--- config.mk ---
export PLATFORM = sky130hd
export DESIGN_NAME = mse_regfile
export DESIGN_NICKNAME = d
export VERILOG_FILES = /design/src/hdl/mse_pkg.sv /design/src/hdl/mse_regfile.sv
export SDC_FILE = /design/constraint.sdc
export NUM_CORES = 2
export LEC_CHECK = 0
export CAP_MARGIN = 0
export CORE_MARGIN = 2
export CORE_UTILIZATION = 60
export DETAILED_ROUTE_END_ITERATION = 8
export DONT_BUFFER_PORTS = 1
export HOLD_SLACK_MARGIN = 0.05
export PLACE_DENSITY = 0.76
export SLEW_MARGIN = 10
export SYNTH_ARGS = -nofsm -noshare
export SYNTH_HDL_FRONTEND = slang
export SYNTH_SLANG_ARGS = --single-unit
export TNS_END_PERCENT = 1
--- constraint.sdc ---
create_clock -name i_clk -period 3.4 [get_ports i_clk]
set_input_delay 0.51 -clock i_clk [delete_from_list [all_inputs] [get_ports i_clk]]
set_output_delay 0.51 -clock i_clk [all_outputs]
set_load 0.05 [all_outputs]
--- src/hdl/mse_pkg.sv ---
package mse_pkg;

    localparam int DATA_BYTES_DEF = 8192;

    localparam logic [31:0] DATA_BASE_RST = 32'h1001_0000;
    localparam logic [31:0] RESET_PC_RST  = 32'h0040_0000;

    // configuration register indexes
    localparam logic [1:0] REG_DATA_BASE  = 2'd0;
    localparam logic [1:0] REG_RESET_PC   = 2'd1;
    localparam logic [1:0] REG_BIG_ENDIAN = 2'd2;

    // result status codes
    localparam logic [2:0] ST_DONE      = 3'd0;
    localparam logic [2:0] ST_OVERFLOW  = 3'd1;
    localparam logic [2:0] ST_EXIT      = 3'd2;
    localparam logic [2:0] ST_PRINT_INT = 3'd3;
    localparam logic [2:0] ST_PRINT_STR = 3'd4;
    localparam logic [2:0] ST_FAULT     = 3'd5;
    localparam logic [2:0] ST_HALTED    = 3'd6;
    localparam logic [2:0] ST_PRELOAD   = 3'd7;

    // primary opcodes
    localparam logic [5:0] OP_SPECIAL = 6'h00;
    localparam logic [5:0] OP_J       = 6'h02;
    localparam logic [5:0] OP_JAL     = 6'h03;
    localparam logic [5:0] OP_BEQ     = 6'h04;
    localparam logic [5:0] OP_BNE     = 6'h05;
    localparam logic [5:0] OP_ADDI    = 6'h08;
    localparam logic [5:0] OP_ADDIU   = 6'h09;
    localparam logic [5:0] OP_SLTI    = 6'h0a;
    localparam logic [5:0] OP_SLTIU   = 6'h0b;
    localparam logic [5:0] OP_ANDI    = 6'h0c;
    localparam logic [5:0] OP_ORI     = 6'h0d;
    localparam logic [5:0] OP_XORI    = 6'h0e;
    localparam logic [5:0] OP_LUI     = 6'h0f;
    localparam logic [5:0] OP_LB      = 6'h20;
    localparam logic [5:0] OP_LH      = 6'h21;
    localparam logic [5:0] OP_LW      = 6'h23;
    localparam logic [5:0] OP_SB      = 6'h28;
    localparam logic [5:0] OP_SH      = 6'h29;
    localparam logic [5:0] OP_SW      = 6'h2b;

    // SPECIAL function codes
    localparam logic [5:0] FN_SLL     = 6'h00;
    localparam logic [5:0] FN_SRL     = 6'h02;
    localparam logic [5:0] FN_JR      = 6'h08;
    localparam logic [5:0] FN_SYSCALL = 6'h0c;
    localparam logic [5:0] FN_ADD     = 6'h20;
    localparam logic [5:0] FN_ADDU    = 6'h21;
    localparam logic [5:0] FN_SUB     = 6'h22;
    localparam logic [5:0] FN_AND     = 6'h24;
    localparam logic [5:0] FN_OR      = 6'h25;
    localparam logic [5:0] FN_XOR     = 6'h26;
    localparam logic [5:0] FN_SLT     = 6'h2a;

    // syscall service numbers in v0
    localparam logic [31:0] SYS_PRINT_INT = 32'd1;
    localparam logic [31:0] SYS_PRINT_STR = 32'd4;
    localparam logic [31:0] SYS_EXIT      = 32'd10;

    localparam logic [4:0] REG_V0 = 5'd2;
    localparam logic [4:0] REG_A0 = 5'd4;
    localparam logic [4:0] REG_RA = 5'd31;

    typedef struct packed {
        logic        operation;
        logic [31:0] instr_word;
        logic [12:0] preload_offset;
        logic [7:0]  preload_byte;
    } t_in_word;

    typedef struct packed {
        logic [2:0]  status;
        logic [31:0] executed_pc;
        logic [31:0] following_pc;
        logic [31:0] syscall_value;
    } t_out_word;

    // write request into the register file
    typedef struct packed {
        logic        we;
        logic [4:0]  addr;
        logic [31:0] data;
    } t_rf_wr;

    // data memory access: byte count is 1, 2 or 4
    typedef struct packed {
        logic        en;
        logic        we;
        logic [2:0]  nbytes;
        logic        sext;
        logic [31:0] wdata;
    } t_dm_req;

endpackage

--- src/hdl/mse_regfile.sv ---
module mse_regfile (
    input  logic           i_clk,
    input  logic           i_rst_n,
    input  logic [4:0]     i_ra_addr,
    input  logic [4:0]     i_rb_addr,
    input  mse_pkg::t_rf_wr i_wr,
    output logic [31:0]    o_ra_data,
    output logic [31:0]    o_rb_data
);
    import mse_pkg::*;

    logic [31:0] r_mem [32];
    logic [31:0] r_vld;

    // entries never written read as zero; $0 is never written
    always_ff @(posedge i_clk) begin
        if (!i_rst_n) begin
            r_vld <= '0;
        end else if (i_wr.we) begin
            r_vld[i_wr.addr] <= 1'b1;
        end
    end

    always_ff @(posedge i_clk) begin
        if (i_wr.we) begin
            r_mem[i_wr.addr] <= i_wr.data;
        end
    end

    // write-first read ports
    always_ff @(posedge i_clk) begin
        if (i_wr.we && i_wr.addr == i_ra_addr) begin
            o_ra_data <= i_wr.data;
        end else begin
            o_ra_data <= r_vld[i_ra_addr] ? r_mem[i_ra_addr] : 32'd0;
        end
        if (i_wr.we && i_wr.addr == i_rb_addr) begin
            o_rb_data <= i_wr.data;
        end else begin
            o_rb_data <= r_vld[i_rb_addr] ? r_mem[i_rb_addr] : 32'd0;
        end
    end

endmodule

* After elaboration in Yosys (flattened, before gate mapping)
Memory sizes are Yosys's and may differ from the RTL's.
Index checks and enable logic that the tools add are counted.
** Word-level totals
- Bits in registers :: 96
- Logic and storage cells :: 26
- Output and inout port bits :: 64
- Input bits :: 50
- Memories :: 1
- RAM bits :: 1024
** Memories
- r_mem :: words 32, width 32, read ports 2, clocked after Yosys merged registers in 0, wr ports 1, line mse_regfile.sv:12 : logic [31:0] r_mem [32];
** Cells by class
- Bitwise gates (word level) :: 1
- Equal/unequal tests :: 2
- Magnitude comparators :: 4
- Reduce and logical (&&, ||, !) cells :: 3
- Muxes and demuxes :: 12
** Operator list (count)
- 2-to-1 mux 32 bit :: 4
- OR 32 bit :: 1
- less-than comparator 5 x 6 -> 1 bit, second input constant :: 3
- binary-select mux 1 bit (select 5 bit) :: 2
- == test 5 bit :: 2
- demux 1 bit (select 5 bit) :: 1
- greater-or-equal comparator 5 x 1 -> 1 bit, second input constant :: 1
- 2-to-1 mux 1 bit :: 5
- logical AND 1 bit :: 3

* Depth between registers and ports, before layout
- Depth after elaboration :: 5
- Depth in mapped cells :: 10
- Mapped depth without buffers :: 5

* Worst setup path after synthesis
No wires, ideal clock.
- Path type :: in2reg
- Start :: input port i_wr[32] (netlist bit)
- End :: memory r_mem[28][0], enable pin
- Data required time :: 2.977 ns
- Setup time :: 0.423 ns
- Arrival :: 2.711 ns
- Path slack :: 0.266 ns
- Stages on the path :: 4
- Path buffers :: 2
- Path through :: clkbuf_1 -> or3b_2 -> clkbuf_1 -> nor2_1
** RTL lines
- start, declared :: line mse_regfile.sv:6 : input mse_pkg::t_rf_wr i_wr,
- end, declared :: line mse_regfile.sv:12
Straight into the memory's write port.

* Worst setup path in the final report
- Start :: input port i_ra_addr[0]
- End :: register o_ra_data[16]
** On the way
- Word-level cells in the longest chain between the ends :: 4
- Elaborated cells between the ends (all ways) :: 7
- Classes of those cells :: eq/ne: 1; mux: 4; reduce/logical: 1; memory: 1
** RTL lines
- start, declared :: line mse_regfile.sv:4 : input logic [4:0] i_ra_addr,
- binary-select mux 1 bit (select 5 bit) :: line mse_regfile.sv:35 : o_ra_data <= r_vld[i_ra_addr] ? r_mem[i_ra_addr] : 32'd0;
- 2-to-1 mux 1 bit (implied by the code) :: line mse_regfile.sv:35
- 2-to-1 mux 32 bit :: line mse_regfile.sv:35
- 2-to-1 mux 32 bit * :: line mse_regfile.sv:32 : if (i_wr.we && i_wr.addr == i_ra_addr) begin
- end signal, assigned :: line mse_regfile.sv:33 : o_ra_data <= i_wr.data;
- end signal, assigned :: line mse_regfile.sv:35
- end, declared :: line mse_regfile.sv:7 : output logic [31:0] o_ra_data,
Every way passes the cells marked *; elsewhere a longest branch is shown, timed or not. The select of a mux whose other input is x is not followed.
A chain may end at the register's enable or synchronous reset.

==> impl_metrics.env <==
export IMPL_outcome="complete, no violations"
export IMPL_initial_core_util_pct=60.3
export IMPL_power_mw=30.2
export IMPL_cp_max_fo=277
export IMPL_worstHoldStart="i_ra_addr[4]"
export IMPL_drc=0
export IMPL_globalplace_congestion=0.852
export IMPL_cts_tree="yes"
export IMPL_yosysTopAreaCellShare_pct=61.3
export IMPL_multiInputGateArea_um2=16800
export IMPL_placed_area_um2=51500
export IMPL_leakagePower_nw=17.2
export IMPL_syn_area_per_cell_um2=20.5
export IMPL_numCtsBuffers=113
export IMPL_worstPathRequired_ns=4.00
export IMPL_ant_nets=0
export IMPL_grt_pass1_vias=27800
export IMPL_yosysTopAreaCell="edfxtp_1"
export IMPL_wl_um=133000
export IMPL_powerDensity_nw_per_um2=540
export IMPL_slew_headroom_pct=17.6
export IMPL_irDropWorstVdd_uv=440
export IMPL_die_h_um=293
export IMPL_setup_ws_ns=0.827
export IMPL_hold_viol=0
export IMPL_slew_violations=0
export IMPL_setup_tns_ns=0
export IMPL_whs_path_depth=2
export IMPL_syn2layout_area_growth_pct=11.3
export IMPL_grt_overflow=0
export IMPL_period_minus_slack_ns=2.57
export IMPL_fp_dieW_um=293
export IMPL_setup_viol=0
export IMPL_async_flop_share_pct=0
export IMPL_synth_area_um2=50100
export IMPL_stdcell_area_um2=55800
export IMPL_gr_usage_all_layers_pct=31.5
export IMPL_clk_insertion_delay_late_ns=0.68
export IMPL_synth_area_leaders="edfxtp_1 61%, mux4_2 26%, dfxtp_1 3.8%, a22oi_1 1.3%, mux2i_1 0.82%"
export IMPL_highest_layer="met4"
export IMPL_cts_resized=0
export IMPL_place_hpwl_um=67500
export IMPL_min_to="o_ra_data[31]"
export IMPL_port_buffers=0
export IMPL_crit_type="input port to register"
export IMPL_syn_inst=2445
export IMPL_grt_max_degree=278
export IMPL_holdWs_ns=0.111
export IMPL_seq_area_um2=32700
export IMPL_worstSetupStartpointType="input port"
export IMPL_dp_slack_ns=0.666
export IMPL_min_path_type="input port to register"
export IMPL_max_slew_worst_pin_slew_ns=1.23
export IMPL_fill_cells=5041
export IMPL_r2r_end="o_ra_data[16]"
export IMPL_io_pins=114
export IMPL_syn_num_nets=2495
export IMPL_fin_crit_sh_pct=75.7
export IMPL_arrival_ns=3.17
export IMPL_synth_edf_count=1024
export IMPL_viasPerCell=7.62
export IMPL_final_net_count=2498
export IMPL_max_freq_ghz=0.389
export IMPL_firstDrtPassIters=6
export IMPL_ys_seq_area_share_pct=65.2
export IMPL_clock_path_buffers=3
export IMPL_r2r_worst_path_cells=6
export IMPL_r2r_slack_ns=0.89
export IMPL_crit_path_end_kind="register"
export IMPL_cts_root_buffer="clkbuf_16"
export IMPL_maxCapViolCount=0
export IMPL_ys_ff_latch=1120
export IMPL_cts_sinks=1120
export IMPL_route_met2_wl_um=66300
export IMPL_cts_hold_buf=33
export IMPL_postCtsSetupRepairBufs=0
export IMPL_synth_warnings=0
export IMPL_dieArea_um2=85900
export IMPL_htreeDepth=3
export IMPL_antenna_found_initial=3
export IMPL_drive_gt1_share_pct=35.0
export IMPL_design_core_area_um2=83200
export IMPL_yosys_cell_types_count=44
export IMPL_detail_route_wl_per_cell_um=36.7
export IMPL_r2r_start="r_vld[25]"
export IMPL_skew_ns=0.0246
export IMPL_rows=106
export IMPL_wl_met3_um=13600
export IMPL_clk_pin_slew_worst_paths_ns=0.06
export IMPL_drtIter0Drc=4120
export IMPL_dr_total_vias=27700
export IMPL_grt_first_pass_wirelength_um=193000
export IMPL_met1_length_um=48400
export IMPL_grt_setup_unrepaired="false"
export IMPL_synthFlopType="edfxtp_1"
==> how the worst max path moves through the flow <==
stage	depth (start not counted)	to	slack, ns	start
global placement	6	o_ra_data[19]	0.71	i_ra_addr[1]
global route	6	o_ra_data[16]	0.79	r_vld[25]
CTS	6	o_ra_data[16]	0.95	r_vld[25]
floorplan	4	r_mem[28][0]	0.27	i_wr[32]
detailed placement	6	o_ra_data[16]	0.67	i_ra_addr[1]
finish	6	o_ra_data[16]	0.83	i_ra_addr[0]
==> cells in the final DEF, fill, tap and decap left out, types with 8 or more instances in the layout <==
cell type / instances
mux4_2: 570
o21a_1: 36
o21ai_0: 31
mux2_2: 25
clkbuf_1: 16
nor2_1: 11
nand4_1: 30
xor2_1: 8
nor2_4: 33
buf_12: 23
o22ai_1: 12
edfxtp_1: 1024
nand3b_1: 38
mux2i_1: 41
a22oi_1: 89
clkinv_1: 16
clkinvlp_4: 15
a32o_1: 32
dfxtp_1: 96
clkinv_2: 27
bufinv_16: 14
buf_4: 40
nand2_1: 93
clkbuf_16: 119
dlygate4sd3_1: 28
==> where the power goes <==
group | internal, mW | switching (mW) | total, mW
registers | 15.2 | 0.306 | 15.5
clock network | 7.53 | 5.33 | 12.9
logic | 0.967 | 0.780 | 1.75
total | 23.7 | 6.42 | 30.2
==> logic make-up (layout without fill, tap and decap cells) <==
family / after synthesis / count (layout) / synth area share [%]
compound gates: 236 / 236 / 3.54
other cells: 0 / 1 / 0
mux: 636 / 636 / 27.0
buf+inv: 210 / 314 / 1.83
simple gates: 233 / 233 / 2.32
xor+xnor: 10 / 10 / 0.175
flops: 1120 / 1120 / 65.2
==> synthesized netlist by cell type (5+ instances only) <==
| library cell | instances |
|---|---|
| xor2_1 | 8 |
| edfxtp_1 | 1024 |
| o21a_1 | 36 |
| o22ai_1 | 12 |
| nand3_1 | 5 |
| mux2_2 | 25 |
| clkbuf_1 | 106 |
| or2_2 | 5 |
| a21oi_1 | 6 |
| inv_1 | 7 |
| a32o_1 | 32 |
| a22oi_1 | 89 |
| buf_2 | 72 |
| mux4_2 | 570 |
| buf_1 | 19 |
| mux2i_1 | 41 |
| nand3b_1 | 38 |
| nand2_1 | 93 |
| nand4_1 | 30 |
| dfxtp_1 | 96 |
| o221ai_1 | 6 |
| o21ai_0 | 31 |
| nor2_1 | 44 |
==> layer usage <==
layer	vias up	GRT usage [%]
met3	325	4.85
met4	0	11.5
li1	10700	-
met5	-	0
met1	14800	44.3
met2	1874	51.1
==> area by class of cell <==
type / instances / area share (%)
Tap cell: 1080 / 2.42
Antenna cell: 1 / 0.00449
Timing Repair Buffer: 91 / 1.87
Clock buffer: 139 / 5.54
Multi-Input combinational cell: 1115 / 30.2
Sequential cell: 1120 / 58.6
Clock inverter: 77 / 1.39
Inverter: 7 / 0.0493
==> worst max-delay path: stages <==
cell and delay, ns:
mux4_2 0.56, o22a_1 0.13, o2111ai_1 0.18, a21oi_4 0.72
buf_4 0.48, a32o_1 0.23
==> registers in the layout (all words and copies together), names as in the netlist <==
name	flops
r_vld	32
o_rb_data	32
r_mem	1024
o_ra_data	32
==> stage by stage <==
stage | instances | util, %
2_1_floorplan | 2445 | -
3_3_place_gp | 3380 | 62.0
3_5_place_dp | 3380 | 62.0
4_1_cts | 3629 | 67.1
5_1_grt | 3630 | 67.1
6_report | 3630 | 67.1
(Power assumes the default switching activity.)
